===== src/sv/bcd_pkg.sv =====
`timescale 1ns / 1ps
// Shared definitions for the block cache directory: field widths, operation codes
// and the control and status bundles between the sequencer and the scan unit.
// No dependencies.
package bcd_pkg;

	localparam int DEF_ENTRIES = 16;

	localparam int OPCODE_W = 2;
	localparam int DEV_W    = 8;
	localparam int BLK_W    = 32;
	localparam int TIME_W   = 32;
	localparam int SLOT_W   = 4;
	localparam int CFG_W    = 5;

	localparam logic [CFG_W-1:0] CFG_RESET = 5'd16;

	localparam logic [OPCODE_W-1:0] OP_LOOKUP  = 2'd0;
	localparam logic [OPCODE_W-1:0] OP_INSTALL = 2'd1;
	localparam logic [OPCODE_W-1:0] OP_CLEAR   = 2'd2;
	localparam logic [OPCODE_W-1:0] OP_RSVD    = 2'd3;

	typedef struct packed {
		logic start;
		logic step;
		logic first;
		logic entry_valid;
	} scan_ctrl_t;

	typedef struct packed {
		logic found;
		logic dev_match;
	} scan_stat_t;

endpackage


===== src/sv/bcd_if.sv =====
`timescale 1ns / 1ps
// Request and response channel interfaces of the block cache directory.
// Depends on bcd_pkg for the field widths.
interface bcd_req_if import bcd_pkg::*; ();
	logic                valid;
	logic                ready;
	logic [OPCODE_W-1:0] opcode;
	logic [DEV_W-1:0]    device_id;
	logic [BLK_W-1:0]    block_number;
	logic [TIME_W-1:0]   now;
	logic [SLOT_W-1:0]   install_slot;

	modport source (output valid, opcode, device_id, block_number, now, install_slot,
		input ready);
	modport sink (input valid, opcode, device_id, block_number, now, install_slot,
		output ready);
endinterface

interface bcd_rsp_if import bcd_pkg::*; ();
	logic              valid;
	logic              ready;
	logic              hit;
	logic [SLOT_W-1:0] slot;

	modport source (output valid, hit, slot, input ready);
	modport sink (input valid, hit, slot, output ready);
endinterface


===== src/sv/bcd_tag_ram.sv =====
`timescale 1ns / 1ps
// Tag and time stamp storage of the directory: one write port, one registered read port.
// Depends on bcd_pkg for the field widths.
module bcd_tag_ram import bcd_pkg::*; #(
	parameter int ENTRIES = DEF_ENTRIES,
	parameter int IDX_W   = 4
) (
	input  logic              clk,
	input  logic              we_tag,
	input  logic              we_stamp,
	input  logic [IDX_W-1:0]  waddr,
	input  logic [DEV_W-1:0]  wdev,
	input  logic [BLK_W-1:0]  wblk,
	input  logic [TIME_W-1:0] wstamp,
	input  logic [IDX_W-1:0]  raddr,
	output logic [DEV_W-1:0]  rdev_s1,
	output logic [BLK_W-1:0]  rblk_s1,
	output logic [TIME_W-1:0] rstamp_s1
);

	logic [DEV_W-1:0]  dev_mem   [ENTRIES];
	logic [BLK_W-1:0]  blk_mem   [ENTRIES];
	logic [TIME_W-1:0] stamp_mem [ENTRIES];

	always_ff @(posedge clk) begin
		if (we_tag) begin
			dev_mem[waddr] <= wdev;
			blk_mem[waddr] <= wblk;
		end
		if (we_stamp) begin
			stamp_mem[waddr] <= wstamp;
		end
	end

	always_ff @(posedge clk) begin
		rdev_s1   <= dev_mem[raddr];
		rblk_s1   <= blk_mem[raddr];
		rstamp_s1 <= stamp_mem[raddr];
	end

endmodule


===== src/sv/bcd_scan.sv =====
`timescale 1ns / 1ps
// Scan unit: tag compare and age compare applied to one directory entry per step,
// keeping the first hit and the running replacement victim. Depends on bcd_pkg.
module bcd_scan import bcd_pkg::*; #(
	parameter int IDX_W = 4
) (
	input  logic              clk,
	input  logic              arst_n,
	input  scan_ctrl_t        ctrl,
	input  logic [IDX_W-1:0]  idx,
	input  logic [DEV_W-1:0]  entry_dev,
	input  logic [BLK_W-1:0]  entry_blk,
	input  logic [TIME_W-1:0] entry_stamp,
	input  logic [DEV_W-1:0]  key_dev,
	input  logic [BLK_W-1:0]  key_blk,
	input  logic [TIME_W-1:0] now,
	output scan_stat_t        stat,
	output logic [IDX_W-1:0]  hit_idx,
	output logic [IDX_W-1:0]  victim_idx
);

	logic              found_q;
	logic              empty_q;
	logic [IDX_W-1:0]  hit_idx_q;
	logic [IDX_W-1:0]  victim_q;
	logic [TIME_W-1:0] best_age_q;

	logic              dev_eq;
	logic              match;
	logic [TIME_W-1:0] age;
	logic              older;

	assign dev_eq = (entry_dev == key_dev);
	assign match  = ctrl.entry_valid && dev_eq && (entry_blk == key_blk);
	// Age wraps modulo the stamp width, so a stamp from before a counter wrap still ages.
	assign age    = now - entry_stamp;
	assign older  = age > best_age_q;

	always_ff @(posedge clk or negedge arst_n) begin
		if (!arst_n) begin
			found_q <= 1'b0;
			empty_q <= 1'b0;
		end else if (ctrl.start) begin
			found_q <= 1'b0;
			empty_q <= 1'b0;
		end else if (ctrl.step) begin
			if (match) begin
				found_q <= 1'b1;
			end
			if (!ctrl.entry_valid) begin
				empty_q <= 1'b1;
			end
		end
	end

	always_ff @(posedge clk) begin
		if (ctrl.step) begin
			if (match && !found_q) begin
				hit_idx_q <= idx;
			end
			// The first empty entry wins outright; until one is seen, keep the oldest.
			if (!empty_q) begin
				if (!ctrl.entry_valid) begin
					victim_q <= idx;
				end else if (ctrl.first || older) begin
					victim_q   <= idx;
					best_age_q <= age;
				end
			end
		end
	end

	assign stat.found     = found_q;
	assign stat.dev_match = ctrl.entry_valid && dev_eq;
	assign hit_idx        = hit_idx_q;
	assign victim_idx     = victim_q;

endmodule


===== src/sv/block_cache_directory_oldest_replace_core.sv =====
`timescale 1ns / 1ps
// Fully associative block cache directory with oldest-entry replacement.
// Lookup and clear scan one entry per cycle through the tag RAM read port and the shared
// compare unit, over the n active entries, then pass through DRAIN and FINISH before the
// registered response; the next request is taken only once the core is back in IDLE.
// Install and the unused opcode go straight to FINISH and respond from there;
// an unaccepted response holds the next one back. arst_n clears valid bits, count to 16.
module block_cache_directory_oldest_replace_core import bcd_pkg::*; #(
	parameter int ENTRIES = DEF_ENTRIES
) (
	input  logic             clk,
	input  logic             arst_n,
	input  logic             cfg_we,
	input  logic [CFG_W-1:0] cfg_wdata,
	bcd_req_if.sink          req,
	bcd_rsp_if.source        rsp
);

	localparam int IDX_W = (ENTRIES > 1) ? $clog2(ENTRIES) : 1;
	localparam int CNT_W = $clog2(ENTRIES + 1);

	localparam logic [1:0] ST_IDLE   = 2'd0;
	localparam logic [1:0] ST_SCAN   = 2'd1;
	localparam logic [1:0] ST_DRAIN  = 2'd2;
	localparam logic [1:0] ST_FINISH = 2'd3;

	logic [1:0]          state_q;
	logic [CFG_W-1:0]    cfg_q;
	logic [ENTRIES-1:0]  valid_q;
	logic [OPCODE_W-1:0] op_q;
	logic [DEV_W-1:0]    dev_q;
	logic [BLK_W-1:0]    blk_q;
	logic [TIME_W-1:0]   now_q;
	logic [CNT_W-1:0]    n_q;
	logic [IDX_W-1:0]    ptr_q;
	logic [SLOT_W-1:0]   res_slot_q;

	logic                step_s1;
	logic                first_s1;
	logic                ev_s1;
	logic [IDX_W-1:0]    idx_s1;

	logic                out_valid_q;
	logic                out_hit_q;
	logic [SLOT_W-1:0]   out_slot_q;

	logic [CNT_W-1:0]    n_cur;
	logic                accept;
	logic                last;
	logic                islot_ok;
	logic [31:0]         islot_ext;
	logic [IDX_W-1:0]    islot_idx;
	logic                install_wr;
	logic                finish_go;
	logic                stamp_wr;
	logic                clear_hit;

	logic [IDX_W-1:0]    ram_waddr;
	logic [TIME_W-1:0]   ram_wstamp;
	logic [DEV_W-1:0]    rdev_s1;
	logic [BLK_W-1:0]    rblk_s1;
	logic [TIME_W-1:0]   rstamp_s1;

	scan_ctrl_t          sc_ctrl;
	scan_stat_t          sc_stat;
	logic [IDX_W-1:0]    hit_idx;
	logic [IDX_W-1:0]    victim_idx;
	logic [IDX_W-1:0]    lookup_idx;
	logic [31:0]         lookup_ext;

	// Active entry count: zero acts as one, anything above the directory size as the size.
	always_comb begin
		if (cfg_q == '0) begin
			n_cur = CNT_W'(1);
		end else if (32'(cfg_q) > ENTRIES) begin
			n_cur = CNT_W'(ENTRIES);
		end else begin
			n_cur = CNT_W'(cfg_q);
		end
	end

	assign accept     = req.valid && req.ready;
	assign req.ready  = (state_q == ST_IDLE);
	assign last       = ((IDX_W+1)'(ptr_q) + (IDX_W+1)'(1)) == (IDX_W+1)'(n_q);
	assign islot_ext  = 32'(req.install_slot);
	assign islot_ok   = islot_ext < ENTRIES;
	assign islot_idx  = islot_ext[IDX_W-1:0];
	assign install_wr = accept && (req.opcode == OP_INSTALL) && islot_ok;
	assign finish_go  = (state_q == ST_FINISH) && (!out_valid_q || rsp.ready);
	assign stamp_wr   = (state_q == ST_FINISH) && (op_q == OP_LOOKUP) && sc_stat.found;
	assign clear_hit  = step_s1 && (op_q == OP_CLEAR) && sc_stat.dev_match;

	assign ram_waddr  = (state_q == ST_FINISH) ? hit_idx : islot_idx;
	assign ram_wstamp = (state_q == ST_FINISH) ? now_q : req.now;

	assign lookup_idx = sc_stat.found ? hit_idx : victim_idx;
	assign lookup_ext = 32'(lookup_idx);

	assign sc_ctrl.start       = accept;
	assign sc_ctrl.step        = step_s1;
	assign sc_ctrl.first       = first_s1;
	assign sc_ctrl.entry_valid = ev_s1;

	bcd_tag_ram #(
		.ENTRIES (ENTRIES),
		.IDX_W   (IDX_W)
	) u_ram (
		.clk       (clk),
		.we_tag    (install_wr),
		.we_stamp  (install_wr || stamp_wr),
		.waddr     (ram_waddr),
		.wdev      (req.device_id),
		.wblk      (req.block_number),
		.wstamp    (ram_wstamp),
		.raddr     (ptr_q),
		.rdev_s1   (rdev_s1),
		.rblk_s1   (rblk_s1),
		.rstamp_s1 (rstamp_s1)
	);

	bcd_scan #(
		.IDX_W (IDX_W)
	) u_scan (
		.clk         (clk),
		.arst_n      (arst_n),
		.ctrl        (sc_ctrl),
		.idx         (idx_s1),
		.entry_dev   (rdev_s1),
		.entry_blk   (rblk_s1),
		.entry_stamp (rstamp_s1),
		.key_dev     (dev_q),
		.key_blk     (blk_q),
		.now         (now_q),
		.stat        (sc_stat),
		.hit_idx     (hit_idx),
		.victim_idx  (victim_idx)
	);

	always_ff @(posedge clk or negedge arst_n) begin
		if (!arst_n) begin
			cfg_q <= CFG_RESET;
		end else if (cfg_we) begin
			cfg_q <= cfg_wdata;
		end
	end

	always_ff @(posedge clk or negedge arst_n) begin
		if (!arst_n) begin
			valid_q <= '0;
		end else begin
			if (clear_hit) begin
				valid_q[idx_s1] <= 1'b0;
			end
			if (install_wr) begin
				valid_q[islot_idx] <= 1'b1;
			end
		end
	end

	always_ff @(posedge clk or negedge arst_n) begin
		if (!arst_n) begin
			state_q  <= ST_IDLE;
			ptr_q    <= '0;
			step_s1  <= 1'b0;
		end else begin
			step_s1 <= (state_q == ST_SCAN);
			unique case (state_q)
				ST_IDLE: begin
					if (accept) begin
						ptr_q <= '0;
						if (req.opcode == OP_LOOKUP || req.opcode == OP_CLEAR) begin
							state_q <= ST_SCAN;
						end else begin
							state_q <= ST_FINISH;
						end
					end
				end
				ST_SCAN: begin
					ptr_q <= ptr_q + IDX_W'(1);
					if (last) begin
						state_q <= ST_DRAIN;
					end
				end
				ST_DRAIN: begin
					state_q <= ST_FINISH;
				end
				ST_FINISH: begin
					if (finish_go) begin
						state_q <= ST_IDLE;
					end
				end
				default: begin
					state_q <= ST_IDLE;
				end
			endcase
		end
	end

	always_ff @(posedge clk) begin
		if (accept) begin
			op_q  <= req.opcode;
			dev_q <= req.device_id;
			blk_q <= req.block_number;
			now_q <= req.now;
			n_q   <= n_cur;
			if (req.opcode == OP_INSTALL) begin
				res_slot_q <= req.install_slot;
			end else begin
				res_slot_q <= '0;
			end
		end
		idx_s1   <= ptr_q;
		first_s1 <= (ptr_q == '0);
		ev_s1    <= valid_q[ptr_q];
	end

	always_ff @(posedge clk or negedge arst_n) begin
		if (!arst_n) begin
			out_valid_q <= 1'b0;
		end else if (finish_go) begin
			out_valid_q <= 1'b1;
		end else if (rsp.ready) begin
			out_valid_q <= 1'b0;
		end
	end

	always_ff @(posedge clk) begin
		if (finish_go) begin
			if (op_q == OP_LOOKUP) begin
				out_hit_q  <= sc_stat.found;
				out_slot_q <= lookup_ext[SLOT_W-1:0];
			end else begin
				out_hit_q  <= 1'b0;
				out_slot_q <= res_slot_q;
			end
		end
	end

	assign rsp.valid = out_valid_q;
	assign rsp.hit   = out_hit_q;
	assign rsp.slot  = out_slot_q;

endmodule


===== src/flat_wrapper.sv =====
// flat-port wrapper written by rule: the top's interface ports become plain ports
module block_cache_directory_oldest_replace_core_flat import bcd_pkg::*;
#(
	parameter int ENTRIES = DEF_ENTRIES
)
  (clk, arst_n, cfg_we, cfg_wdata, req_valid, req_opcode, req_device_id, req_block_number, req_now, req_install_slot, req_ready, rsp_valid, rsp_hit, rsp_slot, rsp_ready);
  bcd_req_if req_i ();
  bcd_rsp_if rsp_i ();
  input  logic clk;
  input  logic arst_n;
  input  logic cfg_we;
  input  logic [CFG_W-1:0] cfg_wdata;
  input wire logic [$bits(req_i.valid)-1:0] req_valid;
  input wire logic [$bits(req_i.opcode)-1:0] req_opcode;
  input wire logic [$bits(req_i.device_id)-1:0] req_device_id;
  input wire logic [$bits(req_i.block_number)-1:0] req_block_number;
  input wire logic [$bits(req_i.now)-1:0] req_now;
  input wire logic [$bits(req_i.install_slot)-1:0] req_install_slot;
  output wire logic [$bits(req_i.ready)-1:0] req_ready;
  output wire logic [$bits(rsp_i.valid)-1:0] rsp_valid;
  output wire logic [$bits(rsp_i.hit)-1:0] rsp_hit;
  output wire logic [$bits(rsp_i.slot)-1:0] rsp_slot;
  input wire logic [$bits(rsp_i.ready)-1:0] rsp_ready;
  assign req_i.valid = req_valid;
  assign req_i.opcode = req_opcode;
  assign req_i.device_id = req_device_id;
  assign req_i.block_number = req_block_number;
  assign req_i.now = req_now;
  assign req_i.install_slot = req_install_slot;
  assign req_ready = req_i.ready;
  assign rsp_valid = rsp_i.valid;
  assign rsp_hit = rsp_i.hit;
  assign rsp_slot = rsp_i.slot;
  assign rsp_i.ready = rsp_ready;
  block_cache_directory_oldest_replace_core #(.ENTRIES(ENTRIES)) u_core (.clk(clk), .arst_n(arst_n), .cfg_we(cfg_we), .cfg_wdata(cfg_wdata), .req(req_i), .rsp(rsp_i));
endmodule

===== config.mk =====
export PLATFORM = sky130hd
export DESIGN_NAME = block_cache_directory_oldest_replace_core_flat
export DESIGN_NICKNAME = d
export VERILOG_FILES = /design/src/sv/bcd_pkg.sv /design/src/sv/bcd_if.sv /design/src/sv/bcd_tag_ram.sv /design/src/sv/bcd_scan.sv /design/src/sv/block_cache_directory_oldest_replace_core.sv /design/src/flat_wrapper.sv
export SDC_FILE = /design/constraint.sdc
export NUM_CORES = 1
export LEC_CHECK = 0
export ABC_AREA = 1
export ABC_CLOCK_PERIOD_IN_PS = 6450
export BUFFER_PORTS_ARGS = -buffer_cell sky130_fd_sc_hd__buf_2
export CELL_PAD_IN_SITES_DETAIL_PLACEMENT = 1
export CELL_PAD_IN_SITES_GLOBAL_PLACEMENT = 1
export CORE_MARGIN = 2
export CORE_UTILIZATION = 40
export DETAILED_ROUTE_END_ITERATION = 6
export PLACE_DENSITY = 0.73
export SLEW_MARGIN = 20
export SYNTH_ARGS = -nofsm -noshare
export SYNTH_HDL_FRONTEND = slang
export SYNTH_SLANG_ARGS = --single-unit

===== constraint.sdc =====
create_clock -name clk -period 6.45 [get_ports clk]
set_input_delay 0.3225 -clock clk [delete_from_list [all_inputs] [get_ports clk]]
set_output_delay 0.3225 -clock clk [all_outputs]
set_load 0.02 [all_outputs]

==> results.json <==
{
  "status": "completed",
  "postSynthAreaPerCell_um2": 12.6,
  "clk_latency_ns": 0.79,
  "dr.pass1.iters": 6,
  "clk_path_buf_depth": 3,
  "cts.sink_count": 1389,
  "power_mw": 28.1,
  "hpwl_um": 88200,
  "synth_top_flop_cell": "edfxtp_1",
  "area_growth_pct": 14.5,
  "clkTransAtPathRegs_ns": 0.06,
  "crit_path_start_kind": "register",
  "grt_pass1_vias": 38900,
  "cts_buffers": 144,
  "cts_root_buf": "clkbuf_16",
  "num_rows": 136,
  "cp.required_ns": 6.86,
  "rsz0062_at_grt": "false",
  "peakVddDrop_uv": 381,
  "setup_ws_ns": 2.08,
  "grt_pass1_wl_um": 241000,
  "fin_crit_ns": 4.37,
  "drt-initial-drc-count": 3586,
  "die_h_um": 377,
  "ios": 95,
  "syn_area_um2": 55600,
  "fin_cells": 6462,
  "wirelength_um": 161000,
  "die_w_um": 377,
  "grt.total_usage": 0.225,
  "post_cts_buffers": 0,
  "grt_max_degree": 233,
  "crit_type": "reg -> reg",
  "place_congestion": 0.894,
  "grt_use_met2": 0.386,
  "worst_slew_pin_slew_ns": 1.17,
  "dieArea_um2": 142000,
  "final_cell_mix": "1280 x edfxtp_1, 683 x nor2_1, 634 x o21ai_0, 475 x nand2_1, 191 x o22ai_1",
  "synth_top_area_cell": "edfxtp_1",
  "max_slew_margin": 0.218,
  "final_common_cell": "edfxtp_1",
  "drc": 0,
  "holdWs_ns": 0.168,
  "final_nets": 4709,
  "met3_usage": 0.0335,
  "netlist-cell-type-count": 47,
  "initial_core_util": 0.404,
  "antenna_found_initial": 10,
  "slew_violations": 0,
  "core-area_um2": 138000,
  "dpl_cell_area_um2": 58000,
  "synthTopCellsByArea": "edfxtp_1 69%, o21ai_0 5.7%, nor2_1 4.8%",
  "worstSetupEndpointType": "register",
  "fin_area_um2": 63600,
  "synth-edff-count": 1280,
  "wire_per_inst_um": 24.9,
  "maxCapViolCount": 0,
  "synth_top_area_frac": 0.692,
  "drtAntennaViolNets": 0,
  "htreeDepth": 4,
  "ys_warn_count": 0,
  "yosysSeqAreaShare": 0.734,
  "top_usage_layer": "met2",
  "finalHoldViolations": 0,
  "syn-num-nets": 4563,
  "syn_inst": 4403,
  "leakage_nw": 21.7,
  "setup_viol": 0,
  "vias_per_cell": 5.69,
  "cp-startpoint": "u_core.state_q[0]",
  "tritoncts": "built",
  "portBuffers": 94,
  "finalSetupTns_ns": 0,
  "cp.arrival_ns": 4.79,
  "drive_gt1_frac": 0.0894,
  "hold_class": "in -> async",
  "gr-usage-met1": 0.289,
  "placed_cells": 6100,
  "cp_max_fo": 40,
  "num_vias": 36800,
  "overflow": 0,
  "final_util": 0.462,
  "synth-async-reset-ratio": 0.0223,
  "dp_slack_ns": 1.98,
  "max_freq_ghz": 0.229,
  "ys_ff_latch": 1389,
  "powerDensity_nw_per_um2": 442,
  "fin_crit_sh": 0.678,
  "fin_worst_skew_ns": 0.0291,
  "r2r-start": "u_core.state_q[0]"
}
path summary, 6_finish.rpt:
| check | end | slack, ns | cells after the start |
|---|---|---|---|
| max | u_core.u_ram.blk_mem[9][21] | 2.08 | 10 |
| min | u_core.step_s1 | 0.17 | 2 |
| max reg2reg | u_core.u_ram.blk_mem[9][21] | 2.08 | 10 |
| min in group clk | u_core.op_q[1] | 0.31 | 2 |
| max in group asynchronous | u_core.ptr_q[1] | 5.71 | 2 |
| min reg2reg | u_core.valid_q[14] | 0.48 | 2 |
worst max-delay path, stage by stage, from the launching register on:
cell and delay, ns:
dfrtp_1 0.40, ha_2 0.18, buf_4 0.39, inv_2 0.47, or2_2 0.43, o21ai_0 0.16, inv_1 0.10, nor2_1 0.25
nand2_1 0.20, nor2_4 0.73, buf_4 0.56
layout make-up:
| type | count | area [um^2] |
|---|---|---|
| clock buffer | 199 | 4000 |
| antenna | 1 | 2.50 |
| clock inverter | 65 | 603 |
| sequential | 1389 | 40800 |
| tap | 1794 | 2240 |
| multi-input combinational | 2588 | 13300 |
| timing repair buffer | 250 | 1980 |
| inverter | 176 | 689 |
| fill | 14000 | 74000 |
cell usage after synthesis, drive strengths merged (4+ instances only):
master and instances:
xor2 31, nand2 475, a21o 5, dfrtp 30
buf 88, nand3 147, inv 176, o221ai 107
ha 71, dfxtp 78, o22ai 191, or2 11
nand4 23, o21a 5, xnor2 12, edfxtp 1280
nor3 15, o211ai 39, nor2 719, o21bai 4
nor4 4, o21ai 642, clkbuf 162, a21oi 68
power by group:
part	total [mW]	internal [mW]	switching (mW)
combinational	8.68	2.41	6.27
sequential	11.3	10.9	0.380
clock	8.16	4.67	3.49
total	28.1	18.0	10.1
state kept, by name (all words and copies together), names as in the netlist, 32 cells and up:
signal,flops
u_core.blk_q,32
u_core.now_q,32
u_core.u_ram.blk_mem,512
u_core.u_ram.dev_mem,128
u_core.u_ram.rblk_s1,32
u_core.u_ram.rstamp_s1,32
u_core.u_ram.stamp_mem,512
u_core.u_scan.best_age_q,32
kinds of logic after synthesis:
family          Yosys count  synth area share
fa+ha+maj                72            0.0163
mux                       3          0.000608
flops                  1389             0.734
compound gates         1069             0.111
xor+xnor                 43           0.00678
buf+inv                 426            0.0311
simple gates           1401             0.101
routing by layer:
metal | share of wire | vias to the layer above
met3 | 0.054 | 332
met2 | 0.50 | 1175
met1 | 0.41 | 18900
met4 | 0.031 | 10
li1 | - | 16400
met5 | 0.00040 | -
what timing repair did:
| item | 4_1_cts | 5_1_grt |
|---|---|---|
| hold buffers | 94 | 0 |
| hold endpoints to repair | 762 | 0 |
| resized for setup | 0 | 0 |
No activity file was read; power rests on OpenSTA's default activity.
